**config.mk**
```make
export PLATFORM = sky130hd
export DESIGN_NAME = wdf_ctrl
export DESIGN_NICKNAME = d
export VERILOG_FILES = /design/src/rtl/wdf_pkg.sv /design/src/rtl/wdf_ctrl.sv
export SDC_FILE = /design/constraint.sdc
export NUM_CORES = 1
export LEC_CHECK = 0
export BUFFER_PORTS_ARGS = -buffer_cell sky130_fd_sc_hd__buf_4
export CAP_MARGIN = 20
export CELL_PAD_IN_SITES_DETAIL_PLACEMENT = 0
export CELL_PAD_IN_SITES_GLOBAL_PLACEMENT = 1
export CORE_MARGIN = 5
export CORE_UTILIZATION = 30
export DETAILED_ROUTE_END_ITERATION = 8
export GPL_TIMING_DRIVEN = 0
export PLACE_DENSITY_LB_ADDON = 0.15
export SYNTH_ARGS = -nofsm -noshare
export SYNTH_HDL_FRONTEND = slang
export SYNTH_SLANG_ARGS = --single-unit
```
**constraint.sdc**
```tcl
create_clock -name clk -period 1.9 [get_ports clk]
set_clock_uncertainty 0.05 [all_clocks]
set_input_delay 0.095 -clock clk [delete_from_list [all_inputs] [get_ports clk]]
set_output_delay 0.095 -clock clk [all_outputs]
set_load 0.05 [all_outputs]
```
**src/rtl/wdf_pkg.sv**
```systemverilog
package wdf_pkg;
	localparam int unsigned MaxDimDef = 256;
	localparam int unsigned MaxRadiusDef = 31;
	localparam logic [4:0] RadiusRst = 5'd15;
	localparam logic [7:0] ThreshRst = 8'd220;
	localparam logic [8:0] DimRst = 9'd256;
	localparam logic [16:0] FullScaleSq = 17'd65025;
	localparam logic [7:0] LevelMax = 8'd255;

	typedef enum logic [1:0] {
		REG_RADIUS = 2'd0,
		REG_THRESH = 2'd1,
		REG_WIDTH  = 2'd2,
		REG_HEIGHT = 2'd3
	} reg_idx_t;

	// controller -> datapath
	typedef struct packed {
		logic load;      // capture query, start scan
		logic scan;      // issue next mask read
		logic centre;    // latch centre class from read data
		logic cmp;       // compare one window read
		logic sqrt_go;   // start root
		logic sqrt_step;
		logic div_go;
		logic div_step;
		logic finish;    // form level into output reg
	} dp_cmd_t;

	// datapath -> controller
	typedef struct packed {
		logic scan_last;
		logic sqrt_done;
		logic div_done;
	} dp_sts_t;
endpackage

```
**src/rtl/wdf_ctrl.sv**
```systemverilog
module wdf_ctrl (
	input  logic              clk,
	input  logic              arst_n,
	input  logic              in_valid,
	input  logic              in_query,
	output logic              in_rdy,
	output logic              out_valid,
	input  logic              out_rdy,
	input  wdf_pkg::dp_sts_t  sts,
	output wdf_pkg::dp_cmd_t  cmd
);
	typedef enum logic [7:0] {
		S_IDLE   = 8'b0000_0001,
		S_CRD    = 8'b0000_0010,
		S_CLAT   = 8'b0000_0100,
		S_SCAN   = 8'b0000_1000,
		S_DRAIN  = 8'b0001_0000,
		S_SQRT   = 8'b0010_0000,
		S_DIV    = 8'b0100_0000,
		S_FIN    = 8'b1000_0000
	} state_t;

	state_t state_q, state_d;
	logic   ovalid_q;
	logic   take;

	// out register may still hold a result while we take the next item
	assign in_rdy    = (state_q == S_IDLE);
	assign take      = in_valid && in_rdy;
	assign out_valid = ovalid_q;

	always_comb begin
		cmd     = '0;
		state_d = state_q;
		unique case (state_q)
			S_IDLE: begin
				if (take && in_query) begin
					cmd.load = 1'b1;
					state_d  = S_CRD;
				end
			end
			S_CRD: state_d = S_CLAT;
			S_CLAT: begin
				cmd.centre = 1'b1;
				cmd.scan   = 1'b1;
				state_d    = S_SCAN;
			end
			S_SCAN: begin
				cmd.scan = 1'b1;
				cmd.cmp  = 1'b1;
				if (sts.scan_last) state_d = S_DRAIN;
			end
			S_DRAIN: begin
				cmd.cmp     = 1'b1;
				cmd.sqrt_go = 1'b1;
				state_d     = S_SQRT;
			end
			S_SQRT: begin
				cmd.sqrt_step = 1'b1;
				if (sts.sqrt_done) begin
					cmd.div_go = 1'b1;
					state_d    = S_DIV;
				end
			end
			S_DIV: begin
				cmd.div_step = 1'b1;
				if (sts.div_done) state_d = S_FIN;
			end
			S_FIN: begin
				if (!ovalid_q || out_rdy) begin
					cmd.finish = 1'b1;
					state_d    = S_IDLE;
				end
			end
			default: state_d = S_IDLE;
		endcase
	end

	always_ff @(posedge clk or negedge arst_n) begin
		if (!arst_n) begin
			state_q  <= S_IDLE;
			ovalid_q <= 1'b0;
		end else begin
			state_q <= state_d;
			if (cmd.finish) ovalid_q <= 1'b1;
			else if (out_rdy) ovalid_q <= 1'b0;
		end
	end
endmodule

```
==> flow_summary.toml, run 1 <==
[status]
outcome = "complete, no violations"

[placement]
gp_congestion = 0.724
placed_cell_area_um2 = 674
dp_hpwl_um = 941
port-buffer-count = 18

[power_and_ir_drop]
p_total_mw = 0.710
peakVddDrop_mv = 0.487
powerDensity_nw_per_um2 = 920
power_leakage_nw = 0.392

[synth]
synthFlopType = "dfrtp_1"
synth_common_cells = "nor2_1 (10), dfrtp_1 (8), nor2b_1 (5), nand2_1 (4), nand4b_1 (4)"
syn_inst = 58
async_flop_share_pct = 100
yosysUniqueCellTypes = 23
ys_seq_area_share_pct = 43.8
syn_area_um2 = 517
post-synth-top-area-cell = "dfrtp_1"
synth_seq_cells = 9
synth-edff-count = 0
syn_nets = 66
yosysWarnings = 0
synth.area.top_cells = "dfrtp_1 (39%), nor2_1 (7.3%), nand4b_1 (6.8%), nor2b_1 (6.1%), dfstp_2 (5.1%)"
avgSynthCellArea_um2 = 8.91
synth.top_cell.area_share_pct = 38.7
synth.most_common_cell = "nor2_1"

[min_path]
worstHoldStart = "sts[2]"
worst_hold_path.num_cells = 3
hp-class = "primary input to register"
whs_endpoint = "state_q[3]$_DFFE_PN0P_"

[sta]
hold_viol = 0
maxSlewHeadroom_pct = 77.8
rsz0062_at_grt = "true"
tns_ns = 0
slew_viol_final = 0
hold-worst-slack_ns = 0.0529
setup-violations-final = 0
finalCritPeriodShare_pct = 94.6
tightest_slew_ns = 0.331
fmax_mhz = 556
finalCriticalPeriod_ns = 1.80

[setup_path]
rrSetupSlack_ns = 0.26
startpoint = "state_q[3]$_DFFE_PN0P_"
regToRegStartpoint = "state_q[0]$_DFFE_PN1P_"
reg2regPathDepth = 5
crit_type = "register to primary output"
r2r_end = "state_q[0]$_DFFE_PN1P_"
critPathLaunchType = "register"
crit_arrival_ns = 1.65
cp_max_fo = 5
cp-end-kind = "primary output"
cp.required_ns = 1.75

[grt]
grt_max_degree = 10
grt_remaining_overflow = 0
grt_pass1_vias = 477
grt_pass1_wl_um = 2000
grt_usage_pct = 10.4
antenna_found_initial = 0

[floorplan]
start_util_pct = 30.6
die_y_um = 51.5
die_w_um = 51.5
core_um2 = 1690
die-area_um2 = 2650
num_io_pins = 19
row_count = 15

[layout]
num_antenna_cells = 0
area_growth_pct = 49.4
final_area_um2 = 772
drive_gt1_share_pct = 36.5
layout.nets = 94
final_util_pct = 45.7

[clock_network]
htree_levels = 1
cts_sinks = 9
cts_tree = "yes"
cts_buffers = 3
cts_root_buffer = "clkbuf_4"
clk_pin_slew_worst_paths_ns = 0.06
insertion_delay_ns = 0.26
cts_buffer_depth = 2

[route]
drtIter0Drc = 2
remaining_drc_errors = 0
via_per_inst = 5.00
vias = 510
wl_um = 1230
routedWlPerCell_um = 12.1
postRouteAntennaNets = 0
drt_pass1_iterations = 4

[flow_run]
maxCapViolations = 0
-- cells by family after synthesis --
logic type / Yosys count / synth area share (%)
buffers and inverters: 4 / 2.90
and+or+nand+nor: 36 / 42.4
AOI/OAI and AO/OA: 9 / 10.9
DFF: 9 / 43.8
-- cell type report --
type | count | area (um^2)
clock buffer | 4 | 26.3
tap | 17 | 21.3
sequential | 9 | 228
timing repair buffer | 23 | 188
fill | 172 | 917
multi-input combinational | 45 | 294
inverter | 4 | 15.0
-- registers in the layout, indices dropped and copies added (netlist names) --
register   cells
state_q        8
out_valid      1
-- worst max path at each step --
stage / end
2_1_floorplan: cmd[7]
3_3_place_gp: cmd[2]
3_5_place_dp: cmd[2]
4_1_cts: cmd[2]
5_1_grt: cmd[2]
6_report: cmd[2]
-- metrics by stage --
stage	instances	worst slack (ns)
5_1_grt	102	-0.0117
2_1_floorplan	58	0.0542
4_1_cts	100	0.00300
6_report	102	0.102
3_3_place_gp	93	0.207
3_5_place_dp	93	0.203
-- cells in the final DEF, fill, tap and decap left out, types with 2 or more instances in the layout --
| cell | synthesis | final |
|---|---|---|
| clkbuf_4 | 0 | 3 |
| buf_4 | 0 | 18 |
| buf_6 | 0 | 2 |
| nor4_4 | 0 | 2 |
| nor2_1 | 10 | 10 |
| a21oi_1 | 3 | 3 |
| nand4b_1 | 4 | 4 |
| nand2_1 | 4 | 4 |
| or2b_1 | 2 | 2 |
| nor2b_1 | 5 | 5 |
| inv_1 | 3 | 3 |
| and2_2 | 1 | 2 |
| dfrtp_1 | 8 | 7 |
| dlygate4sd3_1 | 0 | 3 |
| o21ai_0 | 2 | 2 |
| nand3_1 | 2 | 2 |
-- critical path: stages, from the launching register on --
cell	delay, ns
dfrtp_2	0.44
nor4_4	0.35
nand4b_1	0.18
inv_2	0.10
and2_2	0.17
buf_6	0.16
-- where the power goes --
part | internal (mW) | total (mW) | switching [mW]
clock | 0.0810 | 0.149 | 0.0680
sequential | 0.219 | 0.245 | 0.0267
combinational | 0.137 | 0.316 | 0.179
-- routing by layer --
layer  GRT usage (%)  vias to the layer above  share of wire [%]
li1                -                      258                  -
met1            12.7                      239                 46
met2            16.1                       11                 48
met3            2.87                        2                4.1
met4            6.55                        0                1.3
met5               0                        -                  0
-- timing repair --
action,in CTS,in global routing
buffers inserted,0,2
endpoints found under the hold margin,11,0
hold buffers,3,0
gates cloned,0,0
resized for setup,1,4
setup endpoints to repair,2,7
pin swaps,1,4
(Power assumes the default switching activity.)
==> run 2, diff against run 1 <==
--- a/config.mk
+++ b/config.mk
@@ -13,7 +13,8 @@
 export CORE_UTILIZATION = 30
 export DETAILED_ROUTE_END_ITERATION = 8
 export GPL_TIMING_DRIVEN = 0
-export PLACE_DENSITY_LB_ADDON = 0.15
+export PLACE_DENSITY_LB_ADDON = 0.25
+export SETUP_SLACK_MARGIN = 0.5
 export SYNTH_ARGS = -nofsm -noshare
 export SYNTH_HDL_FRONTEND = slang
 export SYNTH_SLANG_ARGS = --single-unit
==> run 2 against run 1 <==
Compared with the run above: wire length increased by 27%; critical path depth unchanged; first-iteration DRC count increased to 3.0 times the previous value; count of clock-buffer cells in the layout unchanged; global-route usage increased by 3.3 points; largest power group unchanged.
==> flow_summary.toml, run 2 (same netlist as run 1, synthesis figures left out) <==
[status]
outcome = "complete, no violations"

[clock_network]
htree_levels = 1
clk_pin_slew_worst_paths_ns = 0.06
cts_buffers = 3
cts_root_buffer = "clkbuf_4"
cts_buffer_depth = 2
cts_sinks = 9
cts_tree = "yes"
insertion_delay_ns = 0.27

[layout]
stdcell_count = 111
drive_gt1_share_pct = 60.6
final_common_cell = "buf_4"
largest_reg_flops = 8
layout.nets = 103
final_area_um2 = 1000
layout_common_cells = "buf_4 (17), buf_8 (7), nor2_1 (6), dfrtp_1 (5), buf_6 (5)"
num_antenna_cells = 0
largest-register = "state_q"
area_growth_pct = 93.9
final_util_pct = 59.3

[route]
drt_pass1_iterations = 4
remaining_drc_errors = 0
drtIter0Drc = 6
routedWlPerCell_um = 14.0
wl_um = 1560
postRouteAntennaNets = 0
vias = 572
via_per_inst = 5.15

[power_and_ir_drop]
seq_power_share_pct = 28.0
p_clk_share_pct = 16.9
powerDensity_nw_per_um2 = 885
p_total_mw = 0.887
swShare_pct = 39.8
p_switching_mw = 0.353
peakVddDrop_mv = 0.656
power_leakage_nw = 0.465
p_int_mw = 0.534
p_comb_share_pct = 55.1

[min_path]
worstHoldStart = "sts[2]"
worst_hold_path.num_cells = 3
hp-class = "primary input to register"
whs_endpoint = "state_q[3]$_DFFE_PN0P_"

[placement]
gp_congestion = 0.794
pre_cts_slack_ns = 0.181
dpl.cell_count = 93
port-buffer-count = 18
dp_hpwl_um = 1040
placed_cell_area_um2 = 726

[grt]
grt_remaining_overflow = 0
grt_usage_pct = 13.7
antenna_found_initial = 0
grt_pass1_vias = 609
grt_max_degree = 10
grt_pass1_wl_um = 2580

[floorplan]
start_util_pct = 30.6
row_count = 15
die_y_um = 51.5
core_um2 = 1690
num_io_pins = 19
die-area_um2 = 2650
die_w_um = 51.5

[setup_path]
cp_max_fo = 4
reg2regPathDepth = 6
critPathLaunchType = "register"
regToRegStartpoint = "state_q[3]$_DFFE_PN0P_"
crit_type = "register to primary output"
rrSetupSlack_ns = 0.16
r2r_end = "state_q[4]$_DFFE_PN0P_"
crit_arrival_ns = 1.68
cp.required_ns = 1.75
cp_cell_sequence = "nor4_4 -> nand4b_1 -> inv_4 -> and2_4 -> buf_8"
cp-end-kind = "primary output"
cp_slowest_cell = "dfrtp_2"
slowest_delay_ns = 0.43

[sta]
tns_ns = 0
hold-worst-slack_ns = 0.0601
finalCriticalPeriod_ns = 1.83
rsz0062_at_grt = "true"
slew_viol_final = 0
setup_ws_ns = 0.0734
setup-violations-final = 0
finalCritPeriodShare_pct = 96.1
hold_viol = 0
tightest_slew_ns = 0.367
maxSlewHeadroom_pct = 75.5
fmax_mhz = 547

[flow_run]
maxCapViolations = 0
==> run 2: worst max-delay path by stage <==
| stage | cells past startpoint | end | slack, ns | from |
|---|---|---|---|---|
| after floorplan | 5 | state_q[0]$_DFFE_PN1P_ | 0.24 | state_q[0]$_DFFE_PN1P_ |
| after detailed placement | 5 | state_q[0]$_DFFE_PN1P_ | 0.18 | state_q[0]$_DFFE_PN1P_ |
| after global routing | 5 | cmd[2] | -0.02 | state_q[3]$_DFFE_PN0P_ |
| final | 5 | cmd[2] | 0.07 | state_q[3]$_DFFE_PN0P_ |
| after CTS | 5 | cmd[2] | 0.07 | state_q[3]$_DFFE_PN0P_ |
| after global placement | 5 | state_q[0]$_DFFE_PN1P_ | 0.22 | state_q[1]$_DFFE_PN0P_ |
==> run 2: final cells by class <==
type,instances,area [um^2]
clock buffers,4,26.3
fillers,156,687
inverters,4,17.5
multi-input cells,45,388
flip-flops and latches,9,230
well taps,17,21.3
repair buffers,32,319
==> run 2: power groups by stage <==
| stage | clock (mW) | sequential (mW) | combinational (mW) |
|---|---|---|---|
| 2_1_floorplan | 0 | 0.239 | 0.237 |
| 3_3_place_gp | 0 | 0.244 | 0.315 |
| 5_1_grt | 0.167 | 0.252 | 0.529 |
| 4_1_cts | 0.155 | 0.248 | 0.450 |
| 6_report | 0.150 | 0.249 | 0.489 |
| 3_5_place_dp | 0 | 0.246 | 0.316 |
==> run 2: per-layer routing <==
metal	up-vias	wire length, um	GRT usage, %
met4	0	12	5.24
li1	275	-	-
met1	269	638	14.9
met3	4	101	7.45
met2	24	805	22.0
met5	-	0	0
==> run 2: worst max-delay path, delay by kind of cell, from the launching register on <==
| kind | cells | cell delay [ns] |
|---|---|---|
| buffers and inverters | 2 | 0.25 |
| flip-flops | 1 | 0.43 |
| AND/OR/NAND/NOR | 3 | 0.74 |
==> run 2: timing repair <==
item	4_1_cts	5_1_grt
setup buffers	8	3
pin swaps	7	8
gates resized for setup	22	15
gates cloned	0	0
endpoints found under the hold margin	11	0
hold buffers	3	0
endpoints found under the setup margin	15	15
